**src/rtl/wsd_pkg.sv**
```systemverilog
package wsd_pkg;
    // DEPTH is a power of two; pointers carry one wrap bit above the slot index
    localparam int unsigned DEPTH      = 64;
    localparam int unsigned DATA_WIDTH = 32;
    localparam int unsigned ADDR_W     = $clog2(DEPTH);
    localparam int unsigned PTR_W      = ADDR_W + 1;

    typedef logic [1:0]            t_opcode;
    typedef logic [DATA_WIDTH-1:0] t_data;
    typedef logic [ADDR_W-1:0]     t_addr;
    typedef logic [PTR_W-1:0]      t_ptr;

    localparam t_opcode OP_PUSH  = 2'd0;
    localparam t_opcode OP_POP   = 2'd1;
    localparam t_opcode OP_STEAL = 2'd2;

    localparam t_ptr DEQUE_CAPACITY = t_ptr'(DEPTH);
endpackage

```
**src/rtl/wsd_req_if.sv**
```systemverilog
interface wsd_req_if;
    import wsd_pkg::*;
    logic    valid;
    logic    ready;
    t_opcode opcode;
    t_data   item_in;

    modport source (output valid, output opcode, output item_in, input ready);
    modport sink   (input valid, input opcode, input item_in, output ready);
endinterface

```
**src/rtl/wsd_rsp_if.sv**
```systemverilog
interface wsd_rsp_if;
    import wsd_pkg::*;
    logic  valid;
    logic  ready;
    logic  ok;
    t_data item_out;
    t_ptr  occupancy;

    modport source (output valid, output ok, output item_out, output occupancy, input ready);
    modport sink   (input valid, input ok, input item_out, input occupancy, output ready);
endinterface

```
**src/rtl/wsd_ram.sv**
```systemverilog
module wsd_ram #(
    parameter int unsigned DEPTH_P = 64,
    parameter int unsigned WIDTH_P = 32,
    localparam int unsigned AW     = $clog2(DEPTH_P)
) (
    input  logic               i_clk,
    input  logic               i_we,
    input  logic [AW-1:0]      i_waddr,
    input  logic [WIDTH_P-1:0] i_wdata,
    input  logic               i_re,
    input  logic [AW-1:0]      i_raddr,
    output logic [WIDTH_P-1:0] o_rdata
);
    logic [WIDTH_P-1:0] r_mem [DEPTH_P];
    logic [WIDTH_P-1:0] r_rdata;

    always_ff @(posedge i_clk) begin
        if (i_we) begin
            r_mem[i_waddr] <= i_wdata;
        end
        if (i_re) begin
            r_rdata <= r_mem[i_raddr];
        end
    end

    assign o_rdata = r_rdata;
endmodule

```
**src/rtl/work_stealing_deque_top.sv**
```systemverilog
// The result is valid in the cycle after the request is accepted (one RAM read).
// Throughput: one request per cycle while the response side is ready; the output
// register takes a new result in the same cycle the previous one is handed off.
// Reset (synchronous, active low): top and bottom pointers to zero, output empty.
// The entry RAM is not cleared; only pushed entries are ever read.
module work_stealing_deque_top (
    input  logic i_clk,
    input  logic i_rst_n,
    wsd_req_if.sink   i_req,
    wsd_rsp_if.source o_rsp
);
    import wsd_pkg::*;

    t_ptr  r_top, r_bot, n_top, n_bot;
    logic  r_valid, r_ok, r_take;
    t_ptr  r_occ;
    t_ptr  cur_occ;
    logic  accept, empty, full, ok, take, we, re;
    t_ptr  bot_dec;
    t_addr raddr;
    t_data rdata;

    assign i_req.ready = !r_valid || o_rsp.ready;
    assign accept      = i_req.valid && i_req.ready;

    assign cur_occ = r_bot - r_top;
    assign empty   = (cur_occ == '0);
    assign full    = (cur_occ == DEQUE_CAPACITY);
    assign bot_dec = r_bot - t_ptr'(1);

    always_comb begin
        n_top = r_top;
        n_bot = r_bot;
        ok    = 1'b0;
        take  = 1'b0;
        raddr = r_top[ADDR_W-1:0];
        case (i_req.opcode)
            OP_PUSH: begin
                ok = !full;
                if (!full) begin
                    n_bot = r_bot + t_ptr'(1);
                end
            end
            OP_POP: begin
                ok    = !empty;
                take  = !empty;
                raddr = bot_dec[ADDR_W-1:0];
                if (!empty) begin
                    if (cur_occ == t_ptr'(1)) begin
                        // last item: both pointers meet at the old bottom
                        n_top = r_top + t_ptr'(1);
                        n_bot = r_top + t_ptr'(1);
                    end else begin
                        n_bot = bot_dec;
                    end
                end
            end
            OP_STEAL: begin
                ok   = !empty;
                take = !empty;
                if (!empty) begin
                    n_top = r_top + t_ptr'(1);
                end
            end
            default: begin
                ok = 1'b0;
            end
        endcase
    end

    assign we = accept && ok && (i_req.opcode == OP_PUSH);
    assign re = accept && take;

    wsd_ram #(
        .DEPTH_P(DEPTH),
        .WIDTH_P(DATA_WIDTH)
    ) u_ram (
        .i_clk  (i_clk),
        .i_we   (we),
        .i_waddr(r_bot[ADDR_W-1:0]),
        .i_wdata(i_req.item_in),
        .i_re   (re),
        .i_raddr(raddr),
        .o_rdata(rdata)
    );

    always_ff @(posedge i_clk) begin
        if (!i_rst_n) begin
            r_top   <= '0;
            r_bot   <= '0;
            r_valid <= 1'b0;
        end else begin
            if (accept) begin
                r_top   <= n_top;
                r_bot   <= n_bot;
                r_valid <= 1'b1;
            end else if (o_rsp.ready) begin
                r_valid <= 1'b0;
            end
        end
    end

    always_ff @(posedge i_clk) begin
        if (accept) begin
            r_ok   <= ok;
            r_take <= take;
            r_occ  <= n_bot - n_top;
        end
    end

    assign o_rsp.valid     = r_valid;
    assign o_rsp.ok        = r_ok;
    assign o_rsp.item_out  = r_take ? rdata : '0;
    assign o_rsp.occupancy = r_occ;
endmodule

```
**src/flat_wrapper.sv**
```systemverilog
// flat-port wrapper written by rule: the top's interface ports become plain ports
module work_stealing_deque_top_flat import wsd_pkg::*;
  (i_clk, i_rst_n, i_req_valid, i_req_opcode, i_req_item_in, i_req_ready, o_rsp_valid, o_rsp_ok, o_rsp_item_out, o_rsp_occupancy, o_rsp_ready);
  wsd_req_if i_req_i ();
  wsd_rsp_if o_rsp_i ();
  input  logic i_clk;
  input  logic i_rst_n;
  input wire logic [$bits(i_req_i.valid)-1:0] i_req_valid;
  input wire logic [$bits(i_req_i.opcode)-1:0] i_req_opcode;
  input wire logic [$bits(i_req_i.item_in)-1:0] i_req_item_in;
  output wire logic [$bits(i_req_i.ready)-1:0] i_req_ready;
  output wire logic [$bits(o_rsp_i.valid)-1:0] o_rsp_valid;
  output wire logic [$bits(o_rsp_i.ok)-1:0] o_rsp_ok;
  output wire logic [$bits(o_rsp_i.item_out)-1:0] o_rsp_item_out;
  output wire logic [$bits(o_rsp_i.occupancy)-1:0] o_rsp_occupancy;
  input wire logic [$bits(o_rsp_i.ready)-1:0] o_rsp_ready;
  assign i_req_i.valid = i_req_valid;
  assign i_req_i.opcode = i_req_opcode;
  assign i_req_i.item_in = i_req_item_in;
  assign i_req_ready = i_req_i.ready;
  assign o_rsp_valid = o_rsp_i.valid;
  assign o_rsp_ok = o_rsp_i.ok;
  assign o_rsp_item_out = o_rsp_i.item_out;
  assign o_rsp_occupancy = o_rsp_i.occupancy;
  assign o_rsp_i.ready = o_rsp_ready;
  work_stealing_deque_top u_core (.i_clk(i_clk), .i_rst_n(i_rst_n), .i_req(i_req_i), .o_rsp(o_rsp_i));
endmodule
```
**config.mk**
```make
export PLATFORM = sky130hd
export DESIGN_NAME = work_stealing_deque_top_flat
export DESIGN_NICKNAME = d
export VERILOG_FILES = /design/src/rtl/wsd_pkg.sv /design/src/rtl/wsd_req_if.sv /design/src/rtl/wsd_rsp_if.sv /design/src/rtl/wsd_ram.sv /design/src/rtl/work_stealing_deque_top.sv /design/src/flat_wrapper.sv
export SDC_FILE = /design/constraint.sdc
export NUM_CORES = 2
export LEC_CHECK = 0
export BUFFER_PORTS_ARGS = -buffer_cell sky130_fd_sc_hd__buf_4
export CORE_UTILIZATION = 40
export CTS_CLUSTER_SIZE = 16
export DETAILED_ROUTE_END_ITERATION = 6
export SLEW_MARGIN = 5
export SYNTH_ARGS = -nofsm -noshare
export SYNTH_HDL_FRONTEND = slang
export SYNTH_SLANG_ARGS = --single-unit
```
**constraint.sdc**
```tcl
create_clock -name i_clk -period 6.95 [get_ports i_clk]
set_input_delay 1.39 -clock i_clk [delete_from_list [all_inputs] [get_ports i_clk]]
set_output_delay 1.39 -clock i_clk [all_outputs]
set_load 0.01 [all_outputs]
```
==> impl_metrics.py <==
metrics = {
    "run_status": {
        "status": "completed",
    },
    "global_route": {
        "use_met1_pct": 27.4,
        "grt_first_pass_wirelength_um": 295000,
        "met3_usage_pct": 3.27,
        "met2_usage_pct": 32.2,
        "track_usage_pct": 19.7,
        "grt_pass1_vias": 40300,
        "top_usage_layer": "met2",
        "antenna_found_initial": 4,
        "grt_max_degree": 87,
        "gr-total-overflow": 0,
    },
    "synth": {
        "synth_fa_ha_area_share_pct": 0.337,
        "yosys-mux-area-fraction_pct": 15.6,
        "synth_area_leaders": "edfxtp_1 (76%), mux4_2 (14%), a211oi_1 (2.1%)",
        "synthSimpleGateAreaFrac_pct": 2.19,
        "synth_compound_area_share_pct": 3.89,
        "synth_top_area_share_pct": 76.2,
        "synth.avg_cell_area_sq_um": 21.4,
        "synth_cell_type_count": 66,
        "ys_ff_latch": 2104,
        "synth_fp_nets": 3910,
        "syn_inst": 3851,
        "synth_edf_count": 2089,
        "netlist_area_sq_um": 82400,
        "seq_area_frac_synth_pct": 76.5,
        "synthXorXnorAreaFrac_pct": 0.199,
        "yosysWarnings": 0,
        "synthArstFlopShare_pct": 0,
        "synth_ff_type": "edfxtp_1",
        "synth_top_area_cell": "edfxtp_1",
        "synth_top_family_by_area": "multiplexers",
    },
    "timing": {
        "fmax_ghz": 0.174,
        "slew_violations": 0,
        "tightest_slew_ps": 1060,
        "period_needed_ps": 5730,
        "min_period_over_period_pct": 82.5,
        "finalSetupTns_ps": 0,
        "hold_ws_ps": 545,
        "fin_skew_ps": 59.9,
        "setup_violations": 0,
        "rsz0062_at_grt": "false",
        "final-hold-violation-count": 0,
        "relSlewSlack_pct": 29.5,
    },
    "detailed_routing": {
        "wl_per_cell_um": 29.7,
        "drt_iter0_drc": 4132,
        "routed_via_density": 5.77,
        "firstDrtPassIters": 6,
        "vias": 39900,
        "totalWireLength_um": 205000,
        "ant_nets": 0,
        "drc": 0,
    },
    "setup_path": {
        "crit_path_end_kind": "flop",
        "crit_required_ps": 7490,
        "critPathKind": "flop to flop",
        "start_kind": "flop",
        "reg2reg_from": "u_core.r_bot[0]",
        "worstPathMaxFanout": 14,
        "arrival_ps": 6270,
        "cp_cell_sequence": "inv_1 -> ha_1 -> fa_1 -> nand2b_1 -> or4_1 -> o32a_2 -> a2111o_1 -> nor2_1 -> a21o_1 -> o31ai_1 -> and2_1 -> ha_1 -> fa_1 -> nor2b_1 -> o21ai_0 -> nand2b_1 -> a21o_1 -> a21oi_1 -> xor3_1",
        "cp-startpoint": "u_core.r_bot[0]",
        "critPathMaxStageDelay_ps": 580,
        "r2r_setup_slack_ps": 1220,
        "crit_slowest_cell": "dfxtp_1",
    },
    "power": {
        "pwr-share-comb_pct": 10.0,
        "p_sw_w": 0.00652,
        "intPower_w": 0.0214,
        "p_leak_nw": 29.8,
        "vdd_drop_max_uv": 241,
        "swShare_pct": 23.4,
        "total_power_w": 0.0279,
        "p_seq_share_pct": 50.5,
        "clkPwrFrac_pct": 39.5,
        "pwr_density_cell_nw_per_um2": 297,
    },
    "floorplanning": {
        "die_w_um": 456,
        "ioPinCount": 80,
        "die-area_sq_um": 208000,
        "die_h_um": 456,
        "core-area_sq_um": 205000,
        "core.rowCount": 166,
        "start_util_pct": 40.3,
    },
    "clocking": {
        "cts_root_buf": "clkbuf_16",
        "cts_sinks": 2104,
        "path_clk_slew_ps": 50,
        "postCtsSetupRepairBufs": 0,
        "clk_latency_ps": 850,
        "clockBufferDepth": 3,
        "cts_tree": "built",
        "htreeDepth": 4,
        "ctsResizeCount": 0,
        "holdBufCountCts": 0,
        "cts_buffers": 207,
    },
    "layout": {
        "drive_above_1_share_pct": 26.2,
        "area_growth_syn_to_layout_pct": 14.3,
        "final_nets": 4111,
        "fillers": 16800,
        "fin_cells": 6917,
        "fin_util_pct": 46.0,
    },
    "place": {
        "dp_cells": 6531,
        "port_buffers": 79,
        "gp_congestion": 0.827,
        "dp_hpwl_um": 113000,
    },
    "hold_path": {
        "min_path_type": "flop to flop",
        "hp-start": "u_core.o_rsp.valid",
    },
    "flow_run": {
        "cap_violations": 0,
    },
}
-- worst max-delay path, delay by kind of cell (launching register included) --
kind	cells	cell delay (ps)
AOI/OAI and AO/OA	7	1390
xor gates and xnor gates	1	370
adders and majority gates	4	1320
buffers and inverters	1	210
DFF	1	580
and+or+nand+nor	6	1590
-- routing by layer --
layer | vias to the layer above | share of wire, %
met3 | 257 | 6.5
met5 | - | 0.0058
li1 | 16600 | -
met2 | 1410 | 49
met4 | 2 | 2.2
met1 | 21600 | 42
-- cells in the mapped netlist, drive strengths merged, types with 11 or more instances --
| cell type | number |
|---|---|
| inv | 20 |
| a21oi | 156 |
| nand3 | 16 |
| clkbuf | 145 |
| ha | 19 |
| nor2b | 132 |
| mux2i | 130 |
| nor2 | 91 |
| edfxtp | 2089 |
| a211oi | 228 |
| and2 | 38 |
| buf | 86 |
| a31oi | 11 |
| nand2 | 24 |
| mux4 | 512 |
| nor3 | 11 |
| o21ai | 33 |
| dfxtp | 15 |
-- flip-flops by register name, summed over array words and instances (netlist names) --
name / count
u_core.o_rsp.ok: 1
u_core.r_top: 7
u_core.r_take: 1
u_core.u_ram.o_rdata: 32
u_core.o_rsp.valid: 1
u_core.u_ram.r_mem: 2048
u_core.o_rsp.occupancy: 7
u_core.r_bot: 7
-- cell usage in the layout, fill, tap and decap left out, types with 39 or more instances in the layout --
cell type and instances:
edfxtp_1 2089, mux4_2 512, a211oi_1 227, clkbuf_16 210, buf_4 190, a21oi_1 152
nor2b_1 132, mux2i_1 130, nor2_4 64, clkinv_1 50, clkbuf_1 46, clkinv_2 39
-- metrics by stage --
step | cell area (sq um) | worst slack (ps)
finish | 94100 | 1220
detailed placement | 87400 | 1300
floorplan | 82400 | 804
CTS | 94100 | 1290
global placement | 87400 | 1280
global route | 94100 | 891
-- path summary, 6_finish.rpt --
path | cells past startpoint | end
min | 2 | u_core.o_rsp.valid
max reg2reg | 19 | u_core.o_rsp.occupancy[6]
min reg2reg | 2 | u_core.o_rsp.valid
max | 19 | u_core.o_rsp.occupancy[6]
-- cell families (layout without fill, tap and decap cells) --
logic type      after synthesis  count (layout)
flops                      2104            2104
mux                         642             642
xor+xnor                     17              17
simple gates                339             339
other cells                   0               4
buf+inv                     253             627
fa+ha+maj                    21              21
compound gates              475             475
-- layout make-up --
class                      count  area, sq um  share of cell area [%]
multi-input combinational   1494        18800                    20.0
clock inverter               126         1250                    1.33
inverter                      22         82.6                  0.0878
antenna                        4         10.0                  0.0106
tap                         2688         3360                    3.57
clock buffer                 256         5430                    5.77
sequential                  2104        63000                    67.0
timing repair buffer         223         2090                    2.22
-- power groups by stage --
| stage | clock, W | sequential [W] | combinational [W] |
|---|---|---|---|
| after CTS | 0.0112 | 0.0141 | 0.00281 |
| after global placement | 0 | 0.0144 | 0.00279 |
| after floorplan | 0 | 0.0143 | 0.00171 |
| after detailed placement | 0 | 0.0144 | 0.00281 |
| after global routing | 0.0117 | 0.0141 | 0.00297 |
| final | 0.0110 | 0.0141 | 0.00279 |
Power figures use the tool's default switching activity.
